**src/rtl/hcbd_pkg.sv**
```systemverilog
// Shared types, codes and constants of the chunked HTTP body decoder.
package hcbd_pkg;

  localparam int unsigned DefCountWidth = 32;
  localparam int unsigned DefSizeWidth  = 64;

  localparam logic [31:0] MaxDecodedReset = 32'd16777216;
  localparam logic [31:0] MaxRawReset     = 32'd33554432;

  localparam logic [7:0] CH_CR   = 8'h0D;
  localparam logic [7:0] CH_LF   = 8'h0A;
  localparam logic [7:0] CH_SP   = 8'h20;
  localparam logic [7:0] CH_TAB  = 8'h09;
  localparam logic [7:0] CH_SEMI = 8'h3B;

  typedef enum logic [1:0] {
    FN_BYTE  = 2'd0,
    FN_NEW   = 2'd1,
    FN_CLOSE = 2'd2
  } fn_e;

  typedef enum logic [2:0] {
    ST_PROGRESS  = 3'd0,
    ST_COMPLETE  = 3'd1,
    ST_INVALID   = 3'd2,
    ST_TOO_LARGE = 3'd3,
    ST_CLOSED    = 3'd4
  } st_e;

  typedef enum logic [3:0] {
    PH_LEAD    = 4'd0,
    PH_HEX     = 4'd1,
    PH_TRAIL   = 4'd2,
    PH_EXT     = 4'd3,
    PH_DATA    = 4'd4,
    PH_DATA_CR = 4'd5,
    PH_DATA_LF = 4'd6,
    PH_TRAILER = 4'd7,
    PH_DONE    = 4'd8
  } ph_e;

  localparam logic REG_MAX_DECODED = 1'b0;
  localparam logic REG_MAX_RAW     = 1'b1;

  // Returns the hex digit value in the low four bits and a valid flag on top.
  function automatic logic [4:0] hex_digit(input logic [7:0] c);
    logic [4:0] r;
    r = 5'd0;
    if (c >= 8'h30 && c <= 8'h39) begin
      r = {1'b1, 4'(c - 8'h30)};
    end else if (c >= 8'h61 && c <= 8'h66) begin
      r = {1'b1, 4'(c - 8'h57)};
    end else if (c >= 8'h41 && c <= 8'h46) begin
      r = {1'b1, 4'(c - 8'h37)};
    end
    return r;
  endfunction

endpackage

```
**src/rtl/hcbd_if.sv**
```systemverilog
// Request channel interfaces for the decoder input and result streams.
interface hcbd_in_if;
  logic       valid;
  logic       ready;
  logic [1:0] func;
  logic [7:0] in_byte;

  modport source (output valid, func, in_byte, input ready);
  modport sink (input valid, func, in_byte, output ready);
endinterface

interface hcbd_out_if;
  logic       valid;
  logic       ready;
  logic [7:0] out_byte;
  logic       out_valid;
  logic [2:0] status;

  modport source (output valid, out_byte, out_valid, status, input ready);
  modport sink (input valid, out_byte, out_valid, status, output ready);
endinterface

```
**src/rtl/http_chunked_body_decoder.sv**
```systemverilog
// Top level of the chunked HTTP body decoder with its APB limit registers.
// A request is held in the input register and then in the result register, which drives the result port.
// Throughput: one request per cycle while the result port is ready; the per-byte parse step sits between the
// input register and the result register, so the parse state loop sets the rate.
// Reset clears the parse state and the input and result valid flags and loads the default limits;
// there is no clearing pass.
module http_chunked_body_decoder
  import hcbd_pkg::*;
#(
  parameter int unsigned COUNT_WIDTH = DefCountWidth,
  parameter int unsigned SIZE_WIDTH  = DefSizeWidth
) (
  input  logic        clk_i,
  input  logic        rst_ni,
  hcbd_in_if.sink     in_i,
  hcbd_out_if.source  out_o,
  input  logic        psel,
  input  logic        penable,
  input  logic        pwrite,
  input  logic [2:0]  paddr,
  input  logic [31:0] pwdata,
  output logic [31:0] prdata,
  output logic        pready
);

  localparam int unsigned CmpW = (COUNT_WIDTH > 32) ? COUNT_WIDTH : 32;

  logic [31:0] max_dec_q, max_raw_q;

  logic       in_vld_q;
  logic [1:0] in_func_q;
  logic [7:0] in_byte_q;

  logic       out_vld_q;
  logic [7:0] out_byte_q;
  logic       out_pay_q;
  st_e        out_st_q;

  ph_e                    ph_q, ph_d;
  logic [SIZE_WIDTH-1:0]  chunk_q, chunk_d;
  logic                   digit_q, digit_d;
  logic                   cr_q, cr_d;
  logic                   lie_q, lie_d;
  logic [COUNT_WIDTH-1:0] dec_q, dec_d;
  logic [COUNT_WIDTH-1:0] raw_q, raw_d;
  st_e                    st_q, st_d;
  logic                   pay_vld;
  logic [4:0]             hex;
  logic                   advance;
  logic                   cfg_wr;

  assign pready = 1'b1;
  assign cfg_wr = psel && penable && pwrite;
  assign prdata = (paddr[2] == REG_MAX_RAW) ? max_raw_q : max_dec_q;

  always_ff @(posedge clk_i or negedge rst_ni) begin
    if (!rst_ni) begin
      max_dec_q <= MaxDecodedReset;
      max_raw_q <= MaxRawReset;
    end else if (cfg_wr) begin
      if (paddr[2] == REG_MAX_RAW) begin
        max_raw_q <= pwdata;
      end else begin
        max_dec_q <= pwdata;
      end
    end
  end

  assign advance    = in_vld_q && (!out_vld_q || out_o.ready);
  assign in_i.ready = !in_vld_q || advance;

  always_ff @(posedge clk_i or negedge rst_ni) begin
    if (!rst_ni) begin
      in_vld_q  <= 1'b0;
      out_vld_q <= 1'b0;
    end else begin
      if (in_i.valid && in_i.ready) begin
        in_vld_q <= 1'b1;
      end else if (advance) begin
        in_vld_q <= 1'b0;
      end
      if (advance) begin
        out_vld_q <= 1'b1;
      end else if (out_o.ready) begin
        out_vld_q <= 1'b0;
      end
    end
  end

  always_ff @(posedge clk_i) begin
    if (in_i.valid && in_i.ready) begin
      in_func_q <= in_i.func;
      in_byte_q <= in_i.in_byte;
    end
    if (advance) begin
      out_byte_q <= pay_vld ? in_byte_q : 8'd0;
      out_pay_q  <= pay_vld;
      out_st_q   <= st_d;
    end
  end

  assign hex = hex_digit(in_byte_q);

  always_comb begin
    ph_d    = ph_q;
    chunk_d = chunk_q;
    digit_d = digit_q;
    cr_d    = cr_q;
    lie_d   = lie_q;
    dec_d   = dec_q;
    raw_d   = raw_q;
    st_d    = st_q;
    pay_vld = 1'b0;
    if (advance) begin
      case (in_func_q)
        FN_NEW: begin
          ph_d    = PH_LEAD;
          chunk_d = '0;
          digit_d = 1'b0;
          cr_d    = 1'b0;
          lie_d   = 1'b1;
          dec_d   = '0;
          raw_d   = '0;
          st_d    = ST_PROGRESS;
        end
        FN_CLOSE: begin
          if (st_q == ST_PROGRESS) begin
            st_d = ST_CLOSED;
            ph_d = PH_DONE;
          end
        end
        FN_BYTE: begin
          if (st_q == ST_PROGRESS) begin
            if (raw_q != '1) begin
              raw_d = raw_q + COUNT_WIDTH'(1);
            end
            case (ph_q)
              PH_LEAD, PH_HEX, PH_TRAIL: begin
                if (cr_q) begin
                  cr_d = 1'b0;
                  if (in_byte_q != CH_LF || !digit_q) begin
                    st_d = ST_INVALID;
                    ph_d = PH_DONE;
                  end else if (chunk_q == '0) begin
                    ph_d  = PH_TRAILER;
                    lie_d = 1'b1;
                  end else begin
                    ph_d = PH_DATA;
                  end
                end else if (in_byte_q == CH_CR) begin
                  cr_d = 1'b1;
                end else if (in_byte_q == CH_SP || in_byte_q == CH_TAB) begin
                  if (ph_q == PH_HEX) begin
                    ph_d = PH_TRAIL;
                  end
                end else if (in_byte_q == CH_SEMI) begin
                  if (!digit_q) begin
                    st_d = ST_INVALID;
                    ph_d = PH_DONE;
                  end else begin
                    ph_d = PH_EXT;
                  end
                end else if (!hex[4] || ph_q == PH_TRAIL ||
                             chunk_q[SIZE_WIDTH-1 -: 4] != 4'd0) begin
                  st_d = ST_INVALID;
                  ph_d = PH_DONE;
                end else begin
                  chunk_d = {chunk_q[SIZE_WIDTH-5:0], hex[3:0]};
                  digit_d = 1'b1;
                  ph_d    = PH_HEX;
                end
              end
              PH_EXT: begin
                if (cr_q && in_byte_q == CH_LF) begin
                  cr_d = 1'b0;
                  if (!digit_q) begin
                    st_d = ST_INVALID;
                    ph_d = PH_DONE;
                  end else if (chunk_q == '0) begin
                    ph_d  = PH_TRAILER;
                    lie_d = 1'b1;
                  end else begin
                    ph_d = PH_DATA;
                  end
                end else begin
                  cr_d = (in_byte_q == CH_CR);
                end
              end
              PH_DATA: begin
                pay_vld = 1'b1;
                chunk_d = chunk_q - SIZE_WIDTH'(1);
                if (chunk_q == SIZE_WIDTH'(1)) begin
                  ph_d = PH_DATA_CR;
                end
              end
              PH_DATA_CR: begin
                if (in_byte_q == CH_CR) begin
                  ph_d = PH_DATA_LF;
                end else begin
                  st_d = ST_INVALID;
                  ph_d = PH_DONE;
                end
              end
              PH_DATA_LF: begin
                if (in_byte_q == CH_LF) begin
                  ph_d    = PH_LEAD;
                  chunk_d = '0;
                  digit_d = 1'b0;
                  cr_d    = 1'b0;
                end else begin
                  st_d = ST_INVALID;
                  ph_d = PH_DONE;
                end
              end
              PH_TRAILER: begin
                if (cr_q && in_byte_q == CH_LF) begin
                  cr_d = 1'b0;
                  if (lie_q) begin
                    st_d = ST_COMPLETE;
                    ph_d = PH_DONE;
                  end else begin
                    lie_d = 1'b1;
                  end
                end else if (in_byte_q == CH_CR) begin
                  cr_d = 1'b1;
                  if (cr_q) begin
                    lie_d = 1'b0;
                  end
                end else begin
                  cr_d  = 1'b0;
                  lie_d = 1'b0;
                end
              end
              default: begin
              end
            endcase
            if (pay_vld && dec_q != '1) begin
              dec_d = dec_q + COUNT_WIDTH'(1);
            end
            if (st_d == ST_PROGRESS &&
                (CmpW'(dec_d) > CmpW'(max_dec_q) || CmpW'(raw_d) > CmpW'(max_raw_q))) begin
              st_d = ST_TOO_LARGE;
              ph_d = PH_DONE;
            end
          end
        end
        default: begin
        end
      endcase
    end
  end

  always_ff @(posedge clk_i or negedge rst_ni) begin
    if (!rst_ni) begin
      ph_q    <= PH_LEAD;
      chunk_q <= '0;
      digit_q <= 1'b0;
      cr_q    <= 1'b0;
      lie_q   <= 1'b1;
      dec_q   <= '0;
      raw_q   <= '0;
      st_q    <= ST_PROGRESS;
    end else begin
      ph_q    <= ph_d;
      chunk_q <= chunk_d;
      digit_q <= digit_d;
      cr_q    <= cr_d;
      lie_q   <= lie_d;
      dec_q   <= dec_d;
      raw_q   <= raw_d;
      st_q    <= st_d;
    end
  end

  assign out_o.valid     = out_vld_q;
  assign out_o.out_byte  = out_byte_q;
  assign out_o.out_valid = out_pay_q;
  assign out_o.status    = out_st_q;

  // The parser sits in its done phase exactly when the body has a final status.
  a_done_matches_status: assert property (@(posedge clk_i) disable iff (!rst_ni)
    (ph_q == PH_DONE) == (st_q != ST_PROGRESS))
    else $error("done phase and final status disagree");

  // A payload byte is only ever reported while in progress or on the limit crossing.
  a_payload_status: assert property (@(posedge clk_i) disable iff (!rst_ni)
    (out_vld_q && out_pay_q) |-> (out_st_q == ST_PROGRESS || out_st_q == ST_TOO_LARGE))
    else $error("payload byte reported with a final status");

  // The input side stalls only when both the input and result registers are held.
  a_stall_only_full: assert property (@(posedge clk_i) disable iff (!rst_ni)
    !in_i.ready |-> (in_vld_q && out_vld_q && !out_o.ready))
    else $error("input stalled without a full pipeline");

  // A request moved into the result register leaves the input register empty
  // unless a new one was taken in the same cycle.
  a_advance_drains: assert property (@(posedge clk_i) disable iff (!rst_ni)
    (advance && !in_i.valid) |=> !in_vld_q)
    else $error("input register not drained after advance");

endmodule

```
**src/flat_wrapper.sv**
```systemverilog
// flat-port wrapper written by rule: the top's interface ports become plain ports
module http_chunked_body_decoder_flat import hcbd_pkg::*;
#(
  parameter int unsigned COUNT_WIDTH = DefCountWidth,
  parameter int unsigned SIZE_WIDTH  = DefSizeWidth
)
  (clk_i, rst_ni, psel, penable, pwrite, paddr, pwdata, prdata, pready, in_i_valid, in_i_func, in_i_in_byte, in_i_ready, out_o_valid, out_o_out_byte, out_o_out_valid, out_o_status, out_o_ready);
  hcbd_in_if in_i_i ();
  hcbd_out_if out_o_i ();
  input  logic clk_i;
  input  logic rst_ni;
  input  logic psel;
  input  logic penable;
  input  logic pwrite;
  input  logic [2:0] paddr;
  input  logic [31:0] pwdata;
  output logic [31:0] prdata;
  output logic pready;
  input wire logic [$bits(in_i_i.valid)-1:0] in_i_valid;
  input wire logic [$bits(in_i_i.func)-1:0] in_i_func;
  input wire logic [$bits(in_i_i.in_byte)-1:0] in_i_in_byte;
  output wire logic [$bits(in_i_i.ready)-1:0] in_i_ready;
  output wire logic [$bits(out_o_i.valid)-1:0] out_o_valid;
  output wire logic [$bits(out_o_i.out_byte)-1:0] out_o_out_byte;
  output wire logic [$bits(out_o_i.out_valid)-1:0] out_o_out_valid;
  output wire logic [$bits(out_o_i.status)-1:0] out_o_status;
  input wire logic [$bits(out_o_i.ready)-1:0] out_o_ready;
  assign in_i_i.valid = in_i_valid;
  assign in_i_i.func = in_i_func;
  assign in_i_i.in_byte = in_i_in_byte;
  assign in_i_ready = in_i_i.ready;
  assign out_o_valid = out_o_i.valid;
  assign out_o_out_byte = out_o_i.out_byte;
  assign out_o_out_valid = out_o_i.out_valid;
  assign out_o_status = out_o_i.status;
  assign out_o_i.ready = out_o_ready;
  http_chunked_body_decoder #(.COUNT_WIDTH(COUNT_WIDTH), .SIZE_WIDTH(SIZE_WIDTH)) u_core (.clk_i(clk_i), .rst_ni(rst_ni), .in_i(in_i_i), .out_o(out_o_i), .psel(psel), .penable(penable), .pwrite(pwrite), .paddr(paddr), .pwdata(pwdata), .prdata(prdata), .pready(pready));
endmodule
```
**config.mk**
```make
export PLATFORM = sky130hd
export DESIGN_NAME = http_chunked_body_decoder_flat
export DESIGN_NICKNAME = d
export VERILOG_FILES = /design/src/rtl/hcbd_pkg.sv /design/src/rtl/hcbd_if.sv /design/src/rtl/http_chunked_body_decoder.sv /design/src/flat_wrapper.sv
export SDC_FILE = /design/constraint.sdc
export NUM_CORES = 1
export LEC_CHECK = 0
export BUFFER_PORTS_ARGS = -buffer_cell sky130_fd_sc_hd__buf_2
export CORE_MARGIN = 4
export CORE_UTILIZATION = 45
export CTS_BUF_LIST = sky130_fd_sc_hd__clkbuf_8
export DETAILED_ROUTE_END_ITERATION = 16
export PLACE_DENSITY = 0.63
export SYNTH_ARGS = -nofsm -noshare
export SYNTH_HDL_FRONTEND = slang
export SYNTH_SLANG_ARGS = --single-unit
export TNS_END_PERCENT = 5
```
**constraint.sdc**
```tcl
create_clock -name clk_i -period 3.7 [get_ports clk_i]
set_input_delay 0.74 -clock clk_i [delete_from_list [all_inputs] [get_ports clk_i]]
set_output_delay 0.74 -clock clk_i [all_outputs]
set_load 0.005 [all_outputs]
```
==> results of run 1 <==
synth_stat cells, types with 4 or more instances:
cell                       count
sky130_fd_sc_hd__o21ai_0     220
sky130_fd_sc_hd__dfrtp_1     201
sky130_fd_sc_hd__nand2_1     155
sky130_fd_sc_hd__nor2_1      119
sky130_fd_sc_hd__a21oi_1     107
sky130_fd_sc_hd__inv_1        97
sky130_fd_sc_hd__clkbuf_1     81
sky130_fd_sc_hd__ha_1         73
sky130_fd_sc_hd__mux2_2       66
sky130_fd_sc_hd__xnor2_1      46
sky130_fd_sc_hd__nand4_1      42
sky130_fd_sc_hd__nor3_1       37
sky130_fd_sc_hd__nand3_1      36
sky130_fd_sc_hd__o31ai_1      34
sky130_fd_sc_hd__a31oi_1      31
sky130_fd_sc_hd__nor4_1       29
sky130_fd_sc_hd__a22oi_1      25
sky130_fd_sc_hd__and3_1       23
sky130_fd_sc_hd__edfxtp_1     22
sky130_fd_sc_hd__or3_1        21
sky130_fd_sc_hd__xor2_1       18
sky130_fd_sc_hd__a21o_1       15
sky130_fd_sc_hd__a22o_1       12
sky130_fd_sc_hd__a32oi_1      12
sky130_fd_sc_hd__and2_1       12
sky130_fd_sc_hd__nand2b_1      9
sky130_fd_sc_hd__a211oi_1      8
sky130_fd_sc_hd__and4_1        8
sky130_fd_sc_hd__nor2b_1       8
sky130_fd_sc_hd__buf_2         7
sky130_fd_sc_hd__o22ai_1       7
sky130_fd_sc_hd__o21ai_1       6
sky130_fd_sc_hd__a221oi_1      5
sky130_fd_sc_hd__a221o_1       4
sky130_fd_sc_hd__nand3b_1      4
sky130_fd_sc_hd__nor3_2        4
sky130_fd_sc_hd__o211ai_1      4
sky130_fd_sc_hd__o21bai_1      4
sky130_fd_sc_hd__o221ai_1      4
sky130_fd_sc_hd__or4_1         4
cell usage in the layout, fill, tap and decap left out, types with 22 or more instances in the layout:
| cell type | n |
|---|---|
| sky130_fd_sc_hd__o21ai_0 | 219 |
| sky130_fd_sc_hd__nand3_1 | 34 |
| sky130_fd_sc_hd__buf_4 | 243 |
| sky130_fd_sc_hd__inv_1 | 112 |
| sky130_fd_sc_hd__a21oi_1 | 105 |
| sky130_fd_sc_hd__a22oi_1 | 24 |
| sky130_fd_sc_hd__ha_1 | 73 |
| sky130_fd_sc_hd__nand4_1 | 42 |
| sky130_fd_sc_hd__xnor2_1 | 46 |
| sky130_fd_sc_hd__nor2_1 | 115 |
| sky130_fd_sc_hd__nor4_1 | 24 |
| sky130_fd_sc_hd__o31ai_1 | 33 |
| sky130_fd_sc_hd__buf_2 | 94 |
| sky130_fd_sc_hd__a31oi_1 | 31 |
| sky130_fd_sc_hd__and3_1 | 23 |
| sky130_fd_sc_hd__dfrtp_1 | 201 |
| sky130_fd_sc_hd__nor3_1 | 30 |
| sky130_fd_sc_hd__edfxtp_1 | 22 |
| sky130_fd_sc_hd__mux2_2 | 66 |
| sky130_fd_sc_hd__nand2_1 | 153 |
| sky130_fd_sc_hd__clkbuf_8 | 56 |
critical path: stages, from the launching register on:
cell	delay, ns
sky130_fd_sc_hd__dfrtp_1	0.38
sky130_fd_sc_hd__and4_1	0.22
sky130_fd_sc_hd__and4_1	0.23
sky130_fd_sc_hd__nand4_1	0.20
sky130_fd_sc_hd__buf_6	0.16
sky130_fd_sc_hd__nor3_4	0.05
sky130_fd_sc_hd__nor3_2	0.36
sky130_fd_sc_hd__nand4_1	0.21
sky130_fd_sc_hd__xnor2_1	0.19
sky130_fd_sc_hd__ha_1	0.30
sky130_fd_sc_hd__nand4_1	0.09
sky130_fd_sc_hd__nor3_2	0.23
sky130_fd_sc_hd__nor3b_4	0.26
sky130_fd_sc_hd__nand2_1	0.12
sky130_fd_sc_hd__a22oi_2	0.21
sky130_fd_sc_hd__o211a_4	0.24
sky130_fd_sc_hd__nor3_4	0.07
sky130_fd_sc_hd__a221o_1	0.32
stage by stage:
step	setup slack, ns	total power [uW]
2_1_floorplan	-0.250	4140
3_3_place_gp	-0.635	4820
3_5_place_dp	-0.776	4880
4_1_cts	-0.399	7340
5_1_grt	-0.652	7720
6_report	-0.383	7280
worst paths after layout:
| kind | from | to | slack [ns] | cells past startpoint |
|---|---|---|---|---|
| max | u_core.raw_q[4] | u_core.out_o.status[0] | -0.38 | 17 |
| min | rst_ni | u_core.max_raw_q[8] | 0.22 | 1 |
| max reg2reg | u_core.raw_q[4] | u_core.out_o.status[0] | -0.38 | 17 |
| min reg2reg | u_core.dec_q[7] | u_core.dec_q[7] | 0.48 | 1 |
| max in group asynchronous | rst_ni | u_core.chunk_q[44] | 2.58 | 2 |
| min in group clk_i | in_i_func[0] | u_core.in_func_q[0] | 0.34 | 1 |
layer usage:
metal / global-route usage [%] / up-vias / part of all wire [%]
met5: 0 / - / 0
met4: 8.04 / 0 / 2.6
met3: 3.17 / 86 / 4.6
met2: 39.9 / 382 / 48
met1: 30.6 / 6715 / 45
li1: - / 6782 / -
area by class of cell:
| type | count | area, um2 | share of cell area, % |
|---|---|---|---|
| Clock buffer | 55 | 757 | 4.15 |
| Clock inverter | 21 | 86.3 | 0.473 |
| Sequential cell | 226 | 5770 | 31.6 |
| Tap cell | 435 | 544 | 2.98 |
| Timing Repair Buffer | 343 | 2390 | 13.1 |
| Inverter | 97 | 364 | 2.00 |
| Multi-Input combinational cell | 1268 | 8320 | 45.6 |
kinds of logic after synthesis:
kind of cell    Yosys count
compound gates          528
xor+xnor                 64
fa+ha+maj                73
buf+inv                 190
flops                   226
mux                      67
other cells               1
simple gates            535
repair_timing:
action | in CTS | in global routing
gates resized for setup | 20 | 3
setup buffers | 17 | 0
hold buffers | 0 | 0
pin swaps | 9 | 1
endpoints found under the setup margin | 8 | 9
sequential cells by signal, summed over array words and instances (netlist names), 2 cells and up:
signal	cells
u_core.max_raw_q	32
u_core.in_byte_q	8
u_core.out_o.out_byte	8
u_core.st_q	3
u_core.raw_q	32
u_core.in_func_q	2
u_core.out_o.status	3
u_core.max_dec_q	32
u_core.ph_q	4
u_core.chunk_q	64
u_core.dec_q	32
power groups by stage:
stage	logic, uW	clock network (uW)	registers [uW]
3_5_place_dp	1900	0	2970
4_1_cts	1920	2490	2930
2_1_floorplan	1250	0	2890
3_3_place_gp	1860	0	2960
5_1_grt	2140	2620	2960
6_report	1930	2410	2940
==> results.toml, run 1 <==
[synthesis]
ys_top_cells_by_area = "sky130_fd_sc_hd__dfrtp_1 34%, sky130_fd_sc_hd__o21ai_0 7.5%, sky130_fd_sc_hd__ha_1 6.2%, sky130_fd_sc_hd__mux2_2 5.1%, sky130_fd_sc_hd__edfxtp_1 4.5%"
post_synth_instance_area_um2 = 14700
synth.yosys.seq_area_share_pct = 39.4
ys_seq_elements = 226
main_combinational_cell_family_by_area_after_synthesis = "compound AO/OA/AOI/OAI gates"
synth_enable_flop_cells = 22
avgSynthCellArea_um2 = 8.70
synth_simple_gate_area_share_pct = 18.6
synth_nets = 1809
synth_top_area_cell = "sky130_fd_sc_hd__dfrtp_1"
yosys-mux-area-fraction_pct = 5.14
yosysUniqueCellTypes = 82
netlist.area_leader.share_pct = 34.3
synthCells = 1684
area_share_of_fa_ha_maj_cells_after_synthesis_pct = 6.23
parity_gate_share_of_the_synthesized_area_counting_xor_and_xnor_cells_pct = 3.83
synth.yosys.warnings = 0
synth-compound-area-share_pct = 21.8
postSynth.asyncResetShare_pct = 90.3
synth-main-ff-cell = "sky130_fd_sc_hd__dfrtp_1"

[power_and_ir_drop]
p_leak_uw = 0.00853
worst_ir_drop_vdd_uv = 273
seqPwrFrac_pct = 40.4
relative_contribution_of_combinational_cells_to_total_power_pct = 26.5
clk_network_pwr_share_pct = 33.2
internal_power_uw = 4780
p_switching_uw = 2490
netSwitchingFraction_pct = 34.2
cell_pwr_density_nw_per_um2 = 399

[sta]
rsz0062_at_grt = "true"
finalClockSkew_ns = 0.0167
drv_slew = 0
holdWs_ns = 0.216
max_clock_freq_mhz = 245
setup-violations-final = 9
layout_min_cycle_time_ns = 4.08
final_critical_path_setup_slack_ns = -0.383
period_share_pct = 110
worst_slew_margin_rel_pct = 48.8
worst_slew_pin_slew_ns = 0.762
hold_violation_count_in_the_final_report = 0
finalSetupTns_ns = -2.40

[floorplan]
dieWidth_um = 188
die_area_um2 = 35500
placementRows = 65
die_extent_in_y_um = 188
start_util_pct = 46.1
core-area_um2 = 31800
io_pins = 99

[place]
detailed_place_hpwl_mm = 29.5
portBuffers = 95
detailed_place.area_um2 = 17200
numPlacedInstances = 2352
gpl.final_weighted_congestion = 0.930

[routing]
drtAntennaViolNets = 0
drt-initial-drc-count = 1222
routed-via-count = 13965
drc_errors = 0
wl_per_cell_um = 17.2
drt-vias-per-instance = 5.71
detail_route.wirelength_mm = 42.1
detail_route.first_pass.iterations = 6

[status]
violations = "setup timing"
run_status = "finished, violations left"

[final_layout]
design_area_final_um2 = 18200
utilization_pct = 57.3
post_route_cells_drive_above_1_share_pct = 26.0
total_of_fill_cells_in_the_finished_design = 2916
areaGrowthSynthToFinish_pct = 24.5
final_cells = 2445
design.final.nets = 2103
antenna_cells_inserted = 0

[grt]
grt_pass1_wl_mm = 69.9
groute.usage.overall_pct = 23.4
largest_net_degree_at_the_start_of_global_routing = 84
number_of_global_route_vias_before_repair = 14004
globalRoute.totalOverflow = 0
grt_antenna_before_repair = 0

[setup_path]
cp-end-kind = "register"
start_kind = "register"
worstPathMaxFanout = 6
category_of_the_most_critical_setup_path = "reg2reg"
worst_ep_arrival_time_ns = 4.39
worstPathRequired_ns = 4.00

[clocking]
ctsRootBufferMaster = "sky130_fd_sc_hd__clkbuf_8"
cts.htree.levels = 2
maximum_count_of_clock_buffers_along_a_single_path = 3
clock_tree_from_tritoncts = "done"
numCtsBuffers = 42
worst_setup_hold_path_clk_slew_ns = 0.06
clkSinkCount = 226
clkLatencyLatePin_ns = 0.57

[worst_hold_path]
worst_hold_path_type = "in2async"

[flow_run]
drv.max_cap_violation_count = 0
(Power assumes the default switching activity.)
==> inputs of run 2 (changes only) <==
Settings changed: PLACE_DENSITY 0.63 to 0.6, SLEW_MARGIN from default to 20.
Clock period 3.7 ns to 4.25 ns, I/O delays scaled along.
==> run 2 against run 1 <==
The run now ends clean. Wire length down 4.4%. First-iteration DRC count fell by 11%. Via count shrank 3.7%. Sequential share of layout area rose by 1.6 points. Largest power group unchanged. Highest routed layer unchanged.
==> results.toml, run 2 (synthesis gave the netlist of run 1 again) <==
[grt]
groute.usage.overall_pct = 22.2
globalRoute.totalOverflow = 0
largest_net_degree_at_the_start_of_global_routing = 98
grt_pass1_wl_mm = 66.3
grt_antenna_before_repair = 0
number_of_global_route_vias_before_repair = 13167

[clocking]
clock_tree_from_tritoncts = "done"
cts_hold_repair.buffers = 0
ctsRootBufferMaster = "sky130_fd_sc_hd__clkbuf_8"
maximum_count_of_clock_buffers_along_a_single_path = 3
numCtsBuffers = 42
clkSinkCount = 226
cts.htree.levels = 2
clkLatencyLatePin_ns = 0.58
worst_setup_hold_path_clk_slew_ns = 0.06

[floorplan]
core-area_um2 = 31800
io_pins = 99
die_area_um2 = 35500
die_extent_in_y_um = 188
placementRows = 65
start_util_pct = 46.1
dieWidth_um = 188

[power_and_ir_drop]
relative_contribution_of_combinational_cells_to_total_power_pct = 26.0
netSwitchingFraction_pct = 34.2
seqPwrFrac_pct = 41.0
cell_pwr_density_nw_per_um2 = 356
p_switching_uw = 2110
worst_ir_drop_vdd_uv = 309
p_leak_uw = 0.00795
clk_network_pwr_share_pct = 32.9
internal_power_uw = 4070

[sta]
max_clock_freq_mhz = 237
drv_slew = 0
setup-violations-final = 0
period_share_pct = 99.5
final_critical_path_setup_slack_ns = 0.0228
hold_violation_count_in_the_final_report = 0
rsz0062_at_grt = "true"
worst_slew_margin_rel_pct = 40.5
layout_min_cycle_time_ns = 4.23
worst_slew_pin_slew_ns = 0.885
finalSetupTns_ns = 0
finalClockSkew_ns = 0.0265

[final_layout]
final_common_cell = "sky130_fd_sc_hd__o21ai_0"
design.final.nets = 1990
antenna_cells_inserted = 0
largest_register = "u_core.chunk_q"
most-common-layout-cells = "218 x sky130_fd_sc_hd__o21ai_0, 201 x sky130_fd_sc_hd__dfrtp_1, 151 x sky130_fd_sc_hd__nand2_1"
post_route_cells_drive_above_1_share_pct = 21.6
largest_reg_flops = 64
areaGrowthSynthToFinish_pct = 18.4
design_area_final_um2 = 17400

[place]
detailed_place.area_um2 = 16300
dp_worst_slack_ns = -0.342
portBuffers = 95
detailed_place_hpwl_mm = 28.2
gpl.final_weighted_congestion = 0.917

[routing]
drtAntennaViolNets = 0
drt-vias-per-instance = 5.78
drt-initial-drc-count = 1092
drc_errors = 0
routed-via-count = 13449
detail_route.wirelength_mm = 40.3
wl_per_cell_um = 17.3
detail_route.first_pass.iterations = 6

[worst_hold_path]
worst_hold_path_type = "in2async"

[setup_path]
timing.critical_path.to = "u_core.out_o.status[0]"
category_of_the_most_critical_setup_path = "reg2reg"
rrSetupSlack_ns = 0.02
critical_path.startpoint = "u_core.raw_q[14]"
timing.rr.end = "u_core.out_o.status[0]"
r2r-start = "u_core.raw_q[14]"
worst_case_reg_to_reg_path_depth = 17
worstPathMaxFanout = 5
cp-end-kind = "register"
worst_ep_arrival_time_ns = 4.53
worstPathRequired_ns = 4.56
start_kind = "register"

[flow_run]
drv.max_cap_violation_count = 0

[status]
run_status = "finished clean"
-- run 2: power groups by stage --
stage / sequential (uW) / clock [uW] / combinational (uW)
detailed placement: 2570 / 0 / 1590
CTS: 2540 / 2100 / 1600
floorplan: 2510 / 0 / 1080
global placement: 2570 / 0 / 1570
finish: 2540 / 2040 / 1610
global route: 2570 / 2200 / 1810
-- run 2: cell type report --
cell class / instances / area, um2
fill: 2941 / 14400
multi-input combinational: 1268 / 8340
sequential: 226 / 5770
timing repair buffer: 230 / 1540
clock buffer: 53 / 729
tap: 435 / 544
inverter: 97 / 364
clock inverter: 18 / 71.3
-- run 2: timing repair --
action                                  4_1_cts  5_1_grt
gates resized for setup                       8       29
setup buffers                                 0        9
endpoints found under the setup margin        8        8
pin swaps                                     3       29
-- run 2: worst min path at each step --
stage                     cells past startpoint  slack [ns]             endpoint
after floorplan                               1        0.45      u_core.dec_q[8]
after global placement                        1        0.46      u_core.dec_q[8]
after detailed placement                      1        0.47      u_core.dec_q[9]
after CTS                                     1        0.39  u_core.max_raw_q[8]
after global routing                          1        0.43  u_core.in_byte_q[0]
final                                         1        0.39  u_core.max_raw_q[8]
-- run 2: layer usage --
metal / vias to the layer above / routed length (um) / global-route usage, % / share of wire (%)
li1: 6541 / - / - / -
met1: 6470 / 17700 / 29.0 / 44
met2: 352 / 19400 / 37.8 / 48
met3: 86 / 2060 / 3.58 / 5.1
met4: 0 / 1160 / 7.51 / 2.9
met5: - / 0 / 0 / 0
-- run 2: worst max-delay path, stage by stage, from the launching register on --
cell and delay, ns:
sky130_fd_sc_hd__dfrtp_1 0.35, sky130_fd_sc_hd__nand4_1 0.12, sky130_fd_sc_hd__nor4_2 0.33, sky130_fd_sc_hd__buf_4 0.16, sky130_fd_sc_hd__nand4_1 0.11, sky130_fd_sc_hd__buf_6 0.15
sky130_fd_sc_hd__or4b_4 0.49, sky130_fd_sc_hd__xnor2_2 0.16, sky130_fd_sc_hd__ha_1 0.29, sky130_fd_sc_hd__nand4_1 0.17, sky130_fd_sc_hd__nor3_2 0.31, sky130_fd_sc_hd__nor3b_2 0.21
sky130_fd_sc_hd__buf_4 0.15, sky130_fd_sc_hd__nand2_2 0.06, sky130_fd_sc_hd__a22oi_2 0.20, sky130_fd_sc_hd__o211a_4 0.27, sky130_fd_sc_hd__nor3_4 0.06, sky130_fd_sc_hd__a221o_1 0.35
-- run 2: per-stage QoR --
| stage | total power [uW] | hold WS, ns | util [%] | instances |
|---|---|---|---|---|
| floorplan | 3600 | 0.450 | - | 1684 |
| global placement | 4140 | 0.464 | 51.3 | 2247 |
| detailed placement | 4160 | 0.475 | 51.3 | 2247 |
| CTS | 6230 | 0.388 | 53.9 | 2318 |
| global route | 6580 | 0.427 | 54.6 | 2327 |
| finish | 6190 | 0.390 | 54.6 | 2327 |
